<file path="config.mk">
export PLATFORM = sky130hd
export DESIGN_NAME = histogram_peak_three_level_classifier
export DESIGN_NICKNAME = d
export VERILOG_FILES = /design/src/hdl/hpc_pkg.sv /design/src/hdl/histogram_peak_three_level_classifier.sv /design/src/hdl/hpc_div.sv /design/src/hdl/hpc_hist.sv
export VERILOG_INCLUDE_DIRS = /design/src /design/src/hdl
export SDC_FILE = /design/constraint.sdc
export NUM_CORES = 2
export LEC_CHECK = 0
export ABC_AREA = 1
export BUFFER_PORTS_ARGS = -buffer_cell sky130_fd_sc_hd__buf_2
export CAP_MARGIN = 40
export CORE_MARGIN = 1
export CORE_UTILIZATION = 57
export DETAILED_ROUTE_END_ITERATION = 10
export PLACE_DENSITY = 0.76
export SKIP_CTS_REPAIR_TIMING = 1
export SYNTH_ARGS = -nofsm -noshare
export SYNTH_HDL_FRONTEND = slang
export SYNTH_SLANG_ARGS = --single-unit
</file>
<file path="constraint.sdc">
create_clock -name clk -period 7.85 [get_ports clk]
set_clock_uncertainty 0.15 [all_clocks]
set_input_delay 1.1775 -clock clk [delete_from_list [all_inputs] [get_ports clk]]
set_output_delay 1.1775 -clock clk [all_outputs]
set_load 0.005 [all_outputs]
</file>
<file path="src/hdl/histogram_peak_three_level_classifier_defines.svh">
// ----------------------------------------------------------------------------
// Histogram peak classifier assertion macros
// Shared property forms for the concurrent checks of the classifier.
// ----------------------------------------------------------------------------
`ifndef HISTOGRAM_PEAK_THREE_LEVEL_CLASSIFIER_DEFINES_SVH
`define HISTOGRAM_PEAK_THREE_LEVEL_CLASSIFIER_DEFINES_SVH

// same-cycle implication, clocked on clk, off during rst
`define HPC_AST_SAME(lbl, ante, cons, msg) \
  lbl: assert property (@(posedge clk) disable iff (rst) (ante) |-> (cons)) else $error(msg);

// next-cycle implication, clocked on clk, off during rst
`define HPC_AST_NEXT(lbl, ante, cons, msg) \
  lbl: assert property (@(posedge clk) disable iff (rst) (ante) |=> (cons)) else $error(msg);

`endif

</file>
<file path="src/hdl/hpc_pkg.sv">
// ----------------------------------------------------------------------------
// Histogram peak classifier package
// Shared constants, sequencer states, level codes and histogram control.
// ----------------------------------------------------------------------------
`default_nettype none

package hpc_pkg;

  localparam int BUCKETS_DEF    = 128;
  localparam int COUNT_BITS_DEF = 16;
  localparam int SAMPLE_W       = 10;
  localparam int OUT_BKT_W      = 7;

  localparam logic [SAMPLE_W-1:0] FULL_SCALE_RST = 10'd900;

  typedef enum logic [3:0] {
    ST_IDLE,
    ST_DIV,
    ST_READ,
    ST_INC,
    ST_SCAN,
    ST_PASS,
    ST_ZERO,
    ST_FIN
  } state_t;

  typedef enum logic [1:0] {
    LVL_BLACK = 2'd0,
    LVL_GREY  = 2'd1,
    LVL_WHITE = 2'd2
  } level_t;

  typedef struct packed {
    logic clear;
    logic rd;
    logic wr;
  } hist_ctl_t;

endpackage

`default_nettype wire

</file>
<file path="src/hdl/histogram_peak_three_level_classifier.sv">
// ----------------------------------------------------------------------------
// Histogram peak three-level classifier
// Each sample is bucketed and counted; the three highest histogram peaks set
// black/grey/white thresholds and the sample's bucket is classified.
//
// Input channel in_valid/in_ready carries sample_value and restart; restart
// clears the histogram before the sample is counted. Output channel
// out_valid/out_ready carries level_class, bucket, thresh_upper, thresh_lower.
// full_scale is written through cfg_we/cfg_wdata; the user must write it only
// while the block is idle, as the block itself does not enforce this. The
// sequencer runs the bit-serial divider, the one-read-per-cycle peak scan of
// the count memory and three argmax passes over the peak list memory.
// in_ready is high only in idle. A result sits in an output register, so a
// new sample transfers while the previous result waits; if the result is
// still not taken when the next one finishes, the sequencer holds.
// Reset clears all counts, loads full_scale with 900 and drops out_valid.
// ----------------------------------------------------------------------------
`default_nettype none

module histogram_peak_three_level_classifier #(
  parameter int BUCKETS    = hpc_pkg::BUCKETS_DEF,
  parameter int COUNT_BITS = hpc_pkg::COUNT_BITS_DEF
) (
  input  logic                          clk,
  input  logic                          rst,
  input  logic                          cfg_we,
  input  logic [hpc_pkg::SAMPLE_W-1:0]  cfg_wdata,
  input  logic                          in_valid,
  output logic                          in_ready,
  input  logic [hpc_pkg::SAMPLE_W-1:0]  sample_value,
  input  logic                          restart,
  output logic                          out_valid,
  input  logic                          out_ready,
  output logic [1:0]                    level_class,
  output logic [hpc_pkg::OUT_BKT_W-1:0] bucket,
  output logic [hpc_pkg::OUT_BKT_W-1:0] thresh_upper,
  output logic [hpc_pkg::OUT_BKT_W-1:0] thresh_lower
);
  import hpc_pkg::*;

  localparam int BW    = $clog2(BUCKETS);
  localparam int SLOTS = BUCKETS / 2;
  localparam int SW    = $clog2(SLOTS);
  localparam int NSW   = $clog2(SLOTS + 1);
  localparam int SCW   = $clog2(BUCKETS + 2);
  localparam int NW    = SAMPLE_W + BW + 1;
  localparam int EW    = BW + COUNT_BITS;

  state_t state, state_next;

  logic [SAMPLE_W-1:0]   full_scale;
  logic [BW-1:0]         bkt;
  logic [SCW-1:0]        scnt;
  logic [COUNT_BITS-1:0] prev_c, cur_c, h0, right_c;
  logic [NSW-1:0]        nslots, pcnt;
  logic [1:0]            pass_idx;
  logic [BW-1:0]         best_b, m1, m2, m3;
  logic [COUNT_BITS-1:0] best_c;
  logic [SW-1:0]         best_at;

  logic [EW-1:0]         slot_mem [SLOTS];
  logic [EW-1:0]         slot_rd;
  logic                  slot_live;
  logic                  slot_we;
  logic [SW-1:0]         slot_wa;
  logic [EW-1:0]         slot_wd;
  logic [BW-1:0]         ent_b;
  logic [COUNT_BITS-1:0] ent_c;

  hist_ctl_t             hctl;
  logic [BW-1:0]         h_rd_addr;
  logic [COUNT_BITS-1:0] h_wr_data, h_rd_data;

  logic                  xfer_in, div_done, peak, load_out;
  logic [NW-1:0]         div_num, div_q;

  logic [BW-1:0]         mx_ab, mn_ab, white, black, grey;
  logic [BW:0]           sum_up, sum_lo;
  logic [BW-1:0]         thr_up, thr_lo;
  level_t                lvl;

  assign in_ready = (state == ST_IDLE);
  assign xfer_in  = in_valid && in_ready;
  assign div_num  = NW'(sample_value) * NW'(BUCKETS);

  hpc_div #(
    .NW (NW),
    .DW (SAMPLE_W)
  ) u_div (
    .clk   (clk),
    .rst   (rst),
    .start (xfer_in),
    .num   (div_num),
    .den   (full_scale),
    .done  (div_done),
    .quot  (div_q)
  );

  hpc_hist #(
    .BUCKETS    (BUCKETS),
    .COUNT_BITS (COUNT_BITS)
  ) u_hist (
    .clk     (clk),
    .rst     (rst),
    .ctl     (hctl),
    .rd_addr (h_rd_addr),
    .wr_addr (bkt),
    .wr_data (h_wr_data),
    .rd_data (h_rd_data)
  );

  always_comb begin
    right_c = (scnt == SCW'(BUCKETS + 1)) ? '0 : h_rd_data;
    peak    = (prev_c < cur_c) && (cur_c > right_c);
    ent_b   = slot_live ? slot_rd[EW-1:COUNT_BITS] : '0;
    ent_c   = slot_live ? slot_rd[COUNT_BITS-1:0] : h0;

    h_wr_data = (h_rd_data == '1) ? h_rd_data : h_rd_data + 1'b1;
    h_rd_addr = (state == ST_READ) ? bkt : scnt[BW-1:0];
    hctl.clear = xfer_in && restart;
    hctl.rd    = (state == ST_READ) || ((state == ST_SCAN) && (scnt < SCW'(BUCKETS)));
    hctl.wr    = (state == ST_INC);

    slot_we = 1'b0;
    slot_wa = best_at;
    slot_wd = {{BW{1'b0}}, h0};
    if (state == ST_SCAN) begin
      slot_wa = nslots[SW-1:0];
      slot_wd = {BW'(scnt - SCW'(2)), cur_c};
      slot_we = (scnt >= SCW'(3)) && peak && (nslots < NSW'(SLOTS));
    end else if (state == ST_ZERO) begin
      slot_we = 1'b1;
    end
  end

  always_comb begin
    mx_ab  = (m1 > m2) ? m1 : m2;
    mn_ab  = (m1 > m2) ? m2 : m1;
    white  = (m3 > mx_ab) ? m3 : mx_ab;
    black  = (m3 < mn_ab) ? m3 : mn_ab;
    grey   = (m3 > mx_ab) ? mx_ab : ((m3 < mn_ab) ? mn_ab : m3);
    sum_up = {1'b0, white} + {1'b0, grey};
    sum_lo = {1'b0, black} + {1'b0, grey};
    thr_up = sum_up[BW:1];
    thr_lo = sum_lo[BW:1];
    priority if (bkt < thr_lo) begin
      lvl = LVL_BLACK;
    end else if (bkt < thr_up) begin
      lvl = LVL_GREY;
    end else begin
      lvl = LVL_WHITE;
    end
  end

  assign load_out = (state == ST_FIN) && (!out_valid || out_ready);

  always_ff @(posedge clk) begin
    if (rst) begin
      state <= ST_IDLE;
    end else begin
      state <= state_next;
    end
  end

  always_comb begin
    state_next = state;
    unique case (state)
      ST_IDLE: if (xfer_in) state_next = ST_DIV;
      ST_DIV:  if (div_done) state_next = ST_READ;
      ST_READ: state_next = ST_INC;
      ST_INC:  state_next = ST_SCAN;
      ST_SCAN: if (scnt == SCW'(BUCKETS + 1)) state_next = ST_PASS;
      ST_PASS: if (pcnt == NSW'(SLOTS)) state_next = ST_ZERO;
      ST_ZERO: state_next = (pass_idx == 2'd2) ? ST_FIN : ST_PASS;
      ST_FIN:  if (load_out) state_next = ST_IDLE;
      default: state_next = ST_IDLE;
    endcase
  end

  always_ff @(posedge clk) begin
    if (rst) begin
      full_scale <= FULL_SCALE_RST;
      out_valid  <= 1'b0;
    end else begin
      if (cfg_we) begin
        full_scale <= cfg_wdata;
      end
      if (load_out) begin
        out_valid <= 1'b1;
      end else if (out_ready) begin
        out_valid <= 1'b0;
      end
    end
  end

  always_ff @(posedge clk) begin
    if (slot_we) begin
      slot_mem[slot_wa] <= slot_wd;
    end
    if ((state == ST_PASS) && (pcnt < NSW'(SLOTS))) begin
      slot_rd   <= slot_mem[pcnt[SW-1:0]];
      slot_live <= pcnt < nslots;
    end
  end

  always_ff @(posedge clk) begin
    unique case (state)
      ST_DIV: begin
        if (div_done) begin
          bkt <= (div_q > NW'(BUCKETS - 1)) ? BW'(BUCKETS - 1) : div_q[BW-1:0];
        end
      end
      ST_INC: begin
        scnt   <= '0;
        nslots <= '0;
      end
      ST_SCAN: begin
        scnt <= scnt + 1'b1;
        if ((scnt >= SCW'(1)) && (scnt <= SCW'(BUCKETS))) begin
          prev_c <= cur_c;
          cur_c  <= h_rd_data;
        end
        if (scnt == SCW'(1)) begin
          h0 <= h_rd_data;
        end
        if (slot_we) begin
          nslots <= nslots + 1'b1;
        end
        pcnt     <= '0;
        pass_idx <= '0;
      end
      ST_PASS: begin
        pcnt <= pcnt + 1'b1;
        if (pcnt >= NSW'(1)) begin
          if ((pcnt == NSW'(1)) || (ent_c > best_c)) begin
            best_b  <= ent_b;
            best_c  <= ent_c;
            best_at <= SW'(pcnt - 1'b1);
          end
        end
      end
      ST_ZERO: begin
        pcnt     <= '0;
        pass_idx <= pass_idx + 1'b1;
        unique case (pass_idx)
          2'd0:    m1 <= best_b;
          2'd1:    m2 <= best_b;
          default: m3 <= best_b;
        endcase
      end
      ST_FIN: begin
        if (load_out) begin
          level_class  <= lvl;
          bucket       <= OUT_BKT_W'(bkt);
          thresh_upper <= OUT_BKT_W'(thr_up);
          thresh_lower <= OUT_BKT_W'(thr_lo);
        end
      end
      default: begin
      end
    endcase
  end

`include "histogram_peak_three_level_classifier_defines.svh"

  `HPC_AST_NEXT(a_busy_after_xfer, in_valid && in_ready, !in_ready, "ready after transfer")
  `HPC_AST_SAME(a_class_code, out_valid, (level_class == LVL_BLACK) || (level_class == LVL_GREY) || (level_class == LVL_WHITE), "bad level code")
  `HPC_AST_SAME(a_slot_bound, state == ST_SCAN, nslots <= NSW'(SLOTS), "peak list overflow")
  `HPC_AST_SAME(a_thresh_order, state == ST_FIN, thr_lo <= thr_up, "thresholds out of order")

endmodule

`default_nettype wire

</file>
<file path="src/hdl/hpc_div.sv">
// ----------------------------------------------------------------------------
// Histogram peak classifier divider
// Restoring divider, one quotient bit per cycle.
// ----------------------------------------------------------------------------
`default_nettype none

module hpc_div #(
  parameter int NW = 18,
  parameter int DW = 10
) (
  input  logic          clk,
  input  logic          rst,
  input  logic          start,
  input  logic [NW-1:0] num,
  input  logic [DW-1:0] den,
  output logic          done,
  output logic [NW-1:0] quot
);

  localparam int CW = $clog2(NW + 1);

  logic [DW-1:0] rem;
  logic [NW-1:0] q;
  logic [CW-1:0] cnt;
  logic          run;
  logic [DW:0]   trial;
  logic          fits;

  assign trial = {rem, q[NW-1]};
  assign fits  = trial >= {1'b0, den};
  assign quot  = q;

  always_ff @(posedge clk) begin
    if (rst) begin
      run  <= 1'b0;
      done <= 1'b0;
      cnt  <= '0;
    end else begin
      done <= 1'b0;
      if (start) begin
        run <= 1'b1;
        cnt <= CW'(NW);
      end else if (run) begin
        cnt <= cnt - 1'b1;
        if (cnt == CW'(1)) begin
          run  <= 1'b0;
          done <= 1'b1;
        end
      end
    end
  end

  always_ff @(posedge clk) begin
    if (start) begin
      rem <= '0;
      q   <= num;
    end else if (run) begin
      rem <= fits ? DW'(trial - {1'b0, den}) : trial[DW-1:0];
      q   <= {q[NW-2:0], fits};
    end
  end

endmodule

`default_nettype wire

</file>
<file path="src/hdl/hpc_hist.sv">
// ----------------------------------------------------------------------------
// Histogram peak classifier count store
// Count memory with per-entry valid bits; invalid entries read as zero.
// ----------------------------------------------------------------------------
`default_nettype none

module hpc_hist #(
  parameter int BUCKETS    = 128,
  parameter int COUNT_BITS = 16
) (
  input  logic                       clk,
  input  logic                       rst,
  input  hpc_pkg::hist_ctl_t         ctl,
  input  logic [$clog2(BUCKETS)-1:0] rd_addr,
  input  logic [$clog2(BUCKETS)-1:0] wr_addr,
  input  logic [COUNT_BITS-1:0]      wr_data,
  output logic [COUNT_BITS-1:0]      rd_data
);
  import hpc_pkg::*;

  logic [COUNT_BITS-1:0] mem [BUCKETS];
  logic [BUCKETS-1:0]    valid;
  logic [COUNT_BITS-1:0] rd_q;
  logic                  rd_vld;

  assign rd_data = rd_vld ? rd_q : '0;

  always_ff @(posedge clk) begin
    if (rst || ctl.clear) begin
      valid <= '0;
    end else if (ctl.wr) begin
      valid[wr_addr] <= 1'b1;
    end
  end

  always_ff @(posedge clk) begin
    if (rst) begin
      rd_vld <= 1'b0;
    end else if (ctl.rd) begin
      rd_vld <= valid[rd_addr];
    end
  end

  always_ff @(posedge clk) begin
    if (ctl.wr) begin
      mem[wr_addr] <= wr_data;
    end
    if (ctl.rd) begin
      rd_q <= mem[rd_addr];
    end
  end

endmodule

`default_nettype wire

</file>
## Word level (Yosys, flattened, before mapping)

Memories as Yosys holds them, arrays and structs flattened. A register that Yosys moved wholly into a read port is not among the register bits.
Cells that the tools add are included.
W data, S select, Z words.

| word-level totals | value |
|---|---|
| register bits | 332 |
| RAM bits | 3520 |
| input bits | 26 |
| output and inout bits | 25 |
| word-level logic and storage cells | 172 |
| memories | 2 |

| cells by class | value |
|---|---|
| add/sub/neg operators | 11 |
| magnitude comparators | 21 |
| equal/unequal tests | 21 |
| mux-type cells | 47 |
| bitwise gates (word level) | 3 |
| reduce and logical (&&, ||, !) cells | 36 |

Memory list:

| name | words | bits a word | rd ports | clocked after Yosys merged registers in | write ports | line | text |
|---|---|---|---|---|---|---|---|
| u_hist.mem | 128 | 16 | 1 | 1 | 1 | hpc_hist.sv:21 | `logic [COUNT_BITS-1:0] mem [BUCKETS];` |
| slot_mem | 64 | 23 | 1 | 1 | 1 | histogram_peak_three_level_classifier.sv:61 | `logic [EW-1:0] slot_mem [SLOTS];` |

Operators with widths:

| cell | number |
|---|---|
| $or A128 B128 Y128 | 1 |
| $mux W16 | 4 |
| $mux W7 | 8 |
| $mux W17 | 2 |
| $gt A16 B16 Y1 | 2 |
| $pmux W4 S8 | 1 |
| $lt A7 B7 Y1 | 4 |
| $pmux W7 S2 | 2 |
| $mux W23 | 1 |
| $mux W4 | 5 |
| $gt A18 B7 Y1 const B | 1 |
| $add A16 B1 Y16 const B | 1 |
| $add A7 B7 Y8 | 2 |
| $eq A16 B16 Y1 const B | 1 |
| $eq A4 B3 Y1 const B | 4 |
| $lt A16 B16 Y1 | 1 |
| $lt A7 B8 Y1 const B | 2 |
| $pmux W8 S2 | 1 |
| $reduce_and A2 Y1 | 8 |
| $add A7 B1 Y7 const B | 2 |
| $ge A7 B1 Y1 const B | 2 |
| $gt A7 B7 Y1 | 2 |
| $lt A7 B7 Y1 const B | 2 |
| $mux W1 | 14 |
| other kinds (40) | 66 |

## Depth between registers and ports, before layout

| logic depth | value |
|---|---|
| depth after elaboration | 9 |
| depth in mapped cells | 38 |
| mapped depth without buffers | 36 |

## Cells and area by module

A second synthesis with hierarchy kept.

| unflattened totals | value |
|---|---|
| cells, all modules | 12603 |
| area total of the unflattened synthesis | 156503.8 um2 |

Modules (own cells, without submodules):

| module | times used | cells each | area each (um2) | seq. area each (um2) |
|---|---|---|---|---|
| hpc_hist | 1 | 7044 | 86456.7 | 64561.9 |
| histogram_peak_three_level_classifier | 1 | 5256 | 67825.0 | 49767.7 |
| hpc_div | 1 | 303 | 2222.1 | 880.8 |

## Least setup slack after synthesis

Ideal clock, no wire load.

| timing path | value |
|---|---|
| path kind | reg-to-reg |
| start point | register u_hist.rd_vld |
| end point | memory u_hist.mem[0][1], data pin |
| library setup time | 1199 ps |
| arrival | 6612 ps |
| required time | 6501 ps |
| slack | -111 ps |
| stages on the path, launching flop included | 12 |
| buffers on the path | 2 |
| period minus slack after synthesis | 7961 ps |
| cell sequence | dfxtp_1 > buf_2 > buf_2 > nand2_1 > inv_1 > ha_1 > nand3_1 > inv_2 > nand3_1 > nor2_1 > nand2_1 > o21ai_0 |

| on the way | value |
|---|---|
| word-level cells in the longest chain between the ends | 3 |
| elaborated cells on any way between the ends | 4 |
| those cells by class | add/sub (1); eq/ne (1); mux (2) |

RTL lines:

| element | line | text |
|---|---|---|
| start, declared | hpc_hist.sv:24 | `logic rd_vld;` |
| start signal, assigned | hpc_hist.sv:40 | `rd_vld <= valid[rd_addr];` |
| $mux W16 (*) | hpc_hist.sv:26 | `assign rd_data = rd_vld ? rd_q : '0;` |
| net h_rd_data[0] | histogram_peak_three_level_classifier.sv:72 | `logic [COUNT_BITS-1:0] h_wr_data, h_rd_data;` |
| $add A16 B1 Y16 / $eq A16 B16 Y1 (equally long branches) | histogram_peak_three_level_classifier.sv:118 | `h_wr_data = (h_rd_data == '1) ? h_rd_data : h_rd_data + 1'b1;` |
| $mux W16 (*) | histogram_peak_three_level_classifier.sv:118 |  |
| net h_wr_data[1] | histogram_peak_three_level_classifier.sv:72 |  |
| end, declared | hpc_hist.sv:21 |  |

Mark *: on every way through the listed nets, which the timed path passes. The rest lies on a longest branch.

## Final worst setup path

| timing path | value |
|---|---|
| start point | register m1[6] |
| end point | register level_class[1], data pin |

| on the way | value |
|---|---|
| elaborated cells on any way between the ends | 14 |
| those cells by class | add/sub (2); order compare (5); mux (7) |

RTL lines:

| element | line | text |
|---|---|---|
| start, declared | histogram_peak_three_level_classifier.sv:57 | `logic [BW-1:0] best_b, m1, m2, m3;` |
| start signal, assigned | histogram_peak_three_level_classifier.sv:246 | `2'd0: m1 <= best_b;` |
| $gt A7 B7 Y1 | histogram_peak_three_level_classifier.sv:137, histogram_peak_three_level_classifier.sv:138 |  |
| $mux W7 | histogram_peak_three_level_classifier.sv:138 | `mn_ab = (m1 > m2) ? m2 : m1;` |
| $lt A7 B7 Y1 | histogram_peak_three_level_classifier.sv:140, histogram_peak_three_level_classifier.sv:141 |  |
| $mux W7 (2 in series) | histogram_peak_three_level_classifier.sv:141 | `grey = (m3 > mx_ab) ? mx_ab : ((m3 < mn_ab) ? mn_ab : m3);` |
| $add A7 B7 Y8 (*) | histogram_peak_three_level_classifier.sv:143 | `sum_lo = {1'b0, black} + {1'b0, grey};` |
| net sum_lo[6] | histogram_peak_three_level_classifier.sv:78 | `logic [BW:0] sum_up, sum_lo;` |
| $lt A7 B7 Y1 (*) | histogram_peak_three_level_classifier.sv:146 | `priority if (bkt < thr_lo) begin` |
| end signal, assigned | histogram_peak_three_level_classifier.sv:253 | `level_class <= lvl;` |
| end, declared | histogram_peak_three_level_classifier.sv:34 | `output logic [1:0] level_class,` |

Marked as above.
A chain may end at the register's enable or synchronous reset.

==> metrics <==
largest cells by area after synthesis=edfxtp_1 72%, nor2_1 5.5%, o21ai_0 4.7%; CP Launch Type=flop; CTS buffer count=roughly 380; f_max=147 MHz; DRC errors left=0; worst-skew pair later-pin latency=0.98 ns; vias per inst=about 6.5; CP max FO=23; GPL Wtd Cong=about 0.89; grt total ovfl=0; initial core utilization=0.575; hold endpoint=full_scale[9]$_SDFFE_PP1P_; Pre-Repair DR Iteration Count=7; clk slew on worst S/H paths=about 0.060 ns; Synth Area in Compound Gates=0.111; Setup WS post-layout=roughly 1.0 ns; fillers=about 19,000; top cell type's share of synthesized area=0.716; fin crit share=0.868; register area=about 120,000 um2; Worst Hold Class=input port to flop; Final TNS setup=0 ns; R2R setup slack=a little over 1 ns; worst r2r src=m1[6]$_DFFE_PP_; r2r worst-path depth=29; xor/xnor share of the synthesized area=0.00157; IO Pins=51; placed cells=approximately 16,000; initial DRC count=approximately 16,000; H-tree lvl count=5; DP HPWL=between 200 and 250 mm; number of synthesized flops with an enable pin=~3,700; layout cell share with drive strength beyond 1=0.0894; register bit count reported by yosys=just under 4,000; Final Max Slew Viols=0; most numerous cell in the Yosys netlist=edfxtp_1; port bufs=50; average cell area after synthesis=12.4 um2; Syn. warnings=0; largest net degree at the start of global routing=around 230; number of global-route vias before repair=a little over 100k; core area=around 270,000 um2; Mapped Cells=12,600; WP data arrival=approximately 7.3 ns; worst slew pin tran=1.17 ns; area of the mapped netlist=approximately 160,000 um2; Root Driver=clkbuf_16; area leader, netlist=edfxtp_1; share of flip-flops with an asynchronous set or reset=0; CTS tree=yes; ANT nets after route=0; routed len/inst=about 26 um; Total Routing Usage GR=0.304; total clock sinks=around 3,900; Die Span X=525 um; slowest cell delay on critical path=0.52 ns; WHS Path Cells=3; leak pwr=between 50 and 60 nW; Most common cell on crit path=nand2_1; status=completed; peak supply drop=409 uV; max_slew headroom=0.221; Worst setup EP type=flop; area share of and/or/nand/nor cells after synthesis=0.109; Die H=525 um; Crit Path Class=flop to flop; Max-Cap Viols=0; mux cell area share after synthesis=0; Slowest cell on crit path=o21ai_0; Final Non-Filler Cells=around 16,000; Synth Area in Adders=0.0102; area delta synth->final=11.6%; Hold Crit Start=cfg_wdata[9]; global-route wire length before repair=~630 mm; Rows=about 190; Via Count=~110k; pre-CTS WS=1.03 ns; pwr dens=about 310 nW/um2; Clock Path Buffers=4; Data required, critical path=8.35 ns; die area=roughly 280,000 um2; register area share after synthesis=0.737; Power, Total=0.0549 W; RSZ-0062 raised after global routing=no; Setup Viol. Count Final=0; antenna violations before repair=10; largest family of logic cells by synthesized area=compound AO/OA/AOI/OAI gates; library cells used by synthesis=55; Multi-input gate area=~37,000 um2; post-layout min period=roughly 6.8 ns; Final Net Count=12,700; Final Util=0.642; Synth Flop Type=edfxtp_1; Worst R2R End=level_class[1]$_SDFFCE_PN0P_; Hold Violations, Final=0; post-synth net total=12,700; drt total wl=~430 mm; synth cell count leaders=3,722 x edfxtp_1, 2,299 x nor2_1, 1,454 x o21ai_0, 1,217 x nand2_1, 870 x o22ai_1
[worst max-delay path, delay by kind of cell, from the launching register on]
family                     cells  cell delay [ns]
AOI/OAI and AO/OA             10             2.55
and+or+nand+nor                9             1.53
adders and majority gates      4             1.40
DFF                            1             0.42
buffers and inverters          5             0.30
xor gates and xnor gates       1             0.18
[cells in the final DEF (no fill, tap or decap), drive strengths merged, types with 23 or more instances in the layout]
master / n
nand2: 1230
clkbuf: 510
nand4: 35
nand3: 629
o22ai: 870
ha: 123
xor2: 25
a21oi: 131
nor3: 35
clkinv: 148
bufinv: 33
dfxtp: 168
nor2: 2302
o21ai: 1890
o221ai: 23
inv: 359
a22o: 43
a221oi: 34
o211ai: 30
edfxtp: 3722
buf: 405
[cell families after synthesis]
| kind of cell | count (synthesis) |
|---|---|
| compound gates | 3107 |
| fa+ha+maj | 126 |
| simple gates | 4246 |
| xor+xnor | 28 |
| flops | 3890 |
| buf+inv | 1170 |
[how the worst max path moves through the flow]
stage | endpoint | startpoint | slack, ns | depth (start not counted)
finish | level_class[1]$_SDFFCE_PN0P_ | m1[6]$_DFFE_PP_ | 1.04 | 29
detailed placement | level_class[1]$_SDFFCE_PN0P_ | m1[6]$_DFFE_PP_ | 1.03 | 29
global placement | level_class[1]$_SDFFCE_PN0P_ | m1[6]$_DFFE_PP_ | 0.96 | 29
floorplan | u_hist.mem[0][15]$_DFFE_PP_ | u_hist.rd_vld$_SDFFE_PP0P_ | 1.24 | 16
global route | level_class[1]$_SDFFCE_PN0P_ | m1[6]$_DFFE_PP_ | 0.25 | 29
CTS | level_class[1]$_SDFFCE_PN0P_ | m1[6]$_DFFE_PP_ | 1.02 | 29
[per-stage QoR]
step / cell area, um2 / hold slack (ns)
floorplan: 156000 / 0.276
global placement: 161000 / 0.282
detailed placement: 162000 / 0.293
CTS: 174000 / 0.255
global route: 174000 / 0.302
finish: 174000 / 0.298
[sequential cells by signal (all words and copies together) (netlist names), 8 cells and up]
| signal | cells |
|---|---|
| full_scale | 10 |
| scnt | 8 |
| u_hist.mem | 2048 |
| best_c | 16 |
| h0 | 16 |
| u_div.quot | 18 |
| u_hist.valid | 128 |
| u_div.rem | 10 |
| u_hist.rd_q | 16 |
| slot_mem | 1472 |
| prev_c | 16 |
| slot_rd | 23 |
| cur_c | 16 |
[area by class of cell]
class                   instances  share of cell area
inverters                     354             0.00779
multi-input cells            7507               0.212
diodes                          6           0.0000861
well taps                    3570              0.0256
repair buffers                405              0.0211
clock inverters               196              0.0124
clock buffers                 510              0.0602
flip-flops and latches       3890               0.660
[metal layers]
metal	track usage	vias up	part of all wire
met2	0.471	7551	0.46
li1	-	45900	-
met4	0.169	2	0.059
met3	0.0665	1293	0.12
met1	0.402	51900	0.36
met5	0	-	0.000044
[power breakdown]
group,internal (W),switching [W],total (W)
Clock,0.0105,0.00785,0.0184
Combinational,0.00296,0.00952,0.0125
Sequential,0.0239,0.000131,0.0240
Total,0.0374,0.0175,0.0549
Note: power is estimated with default switching activity, not from simulation.
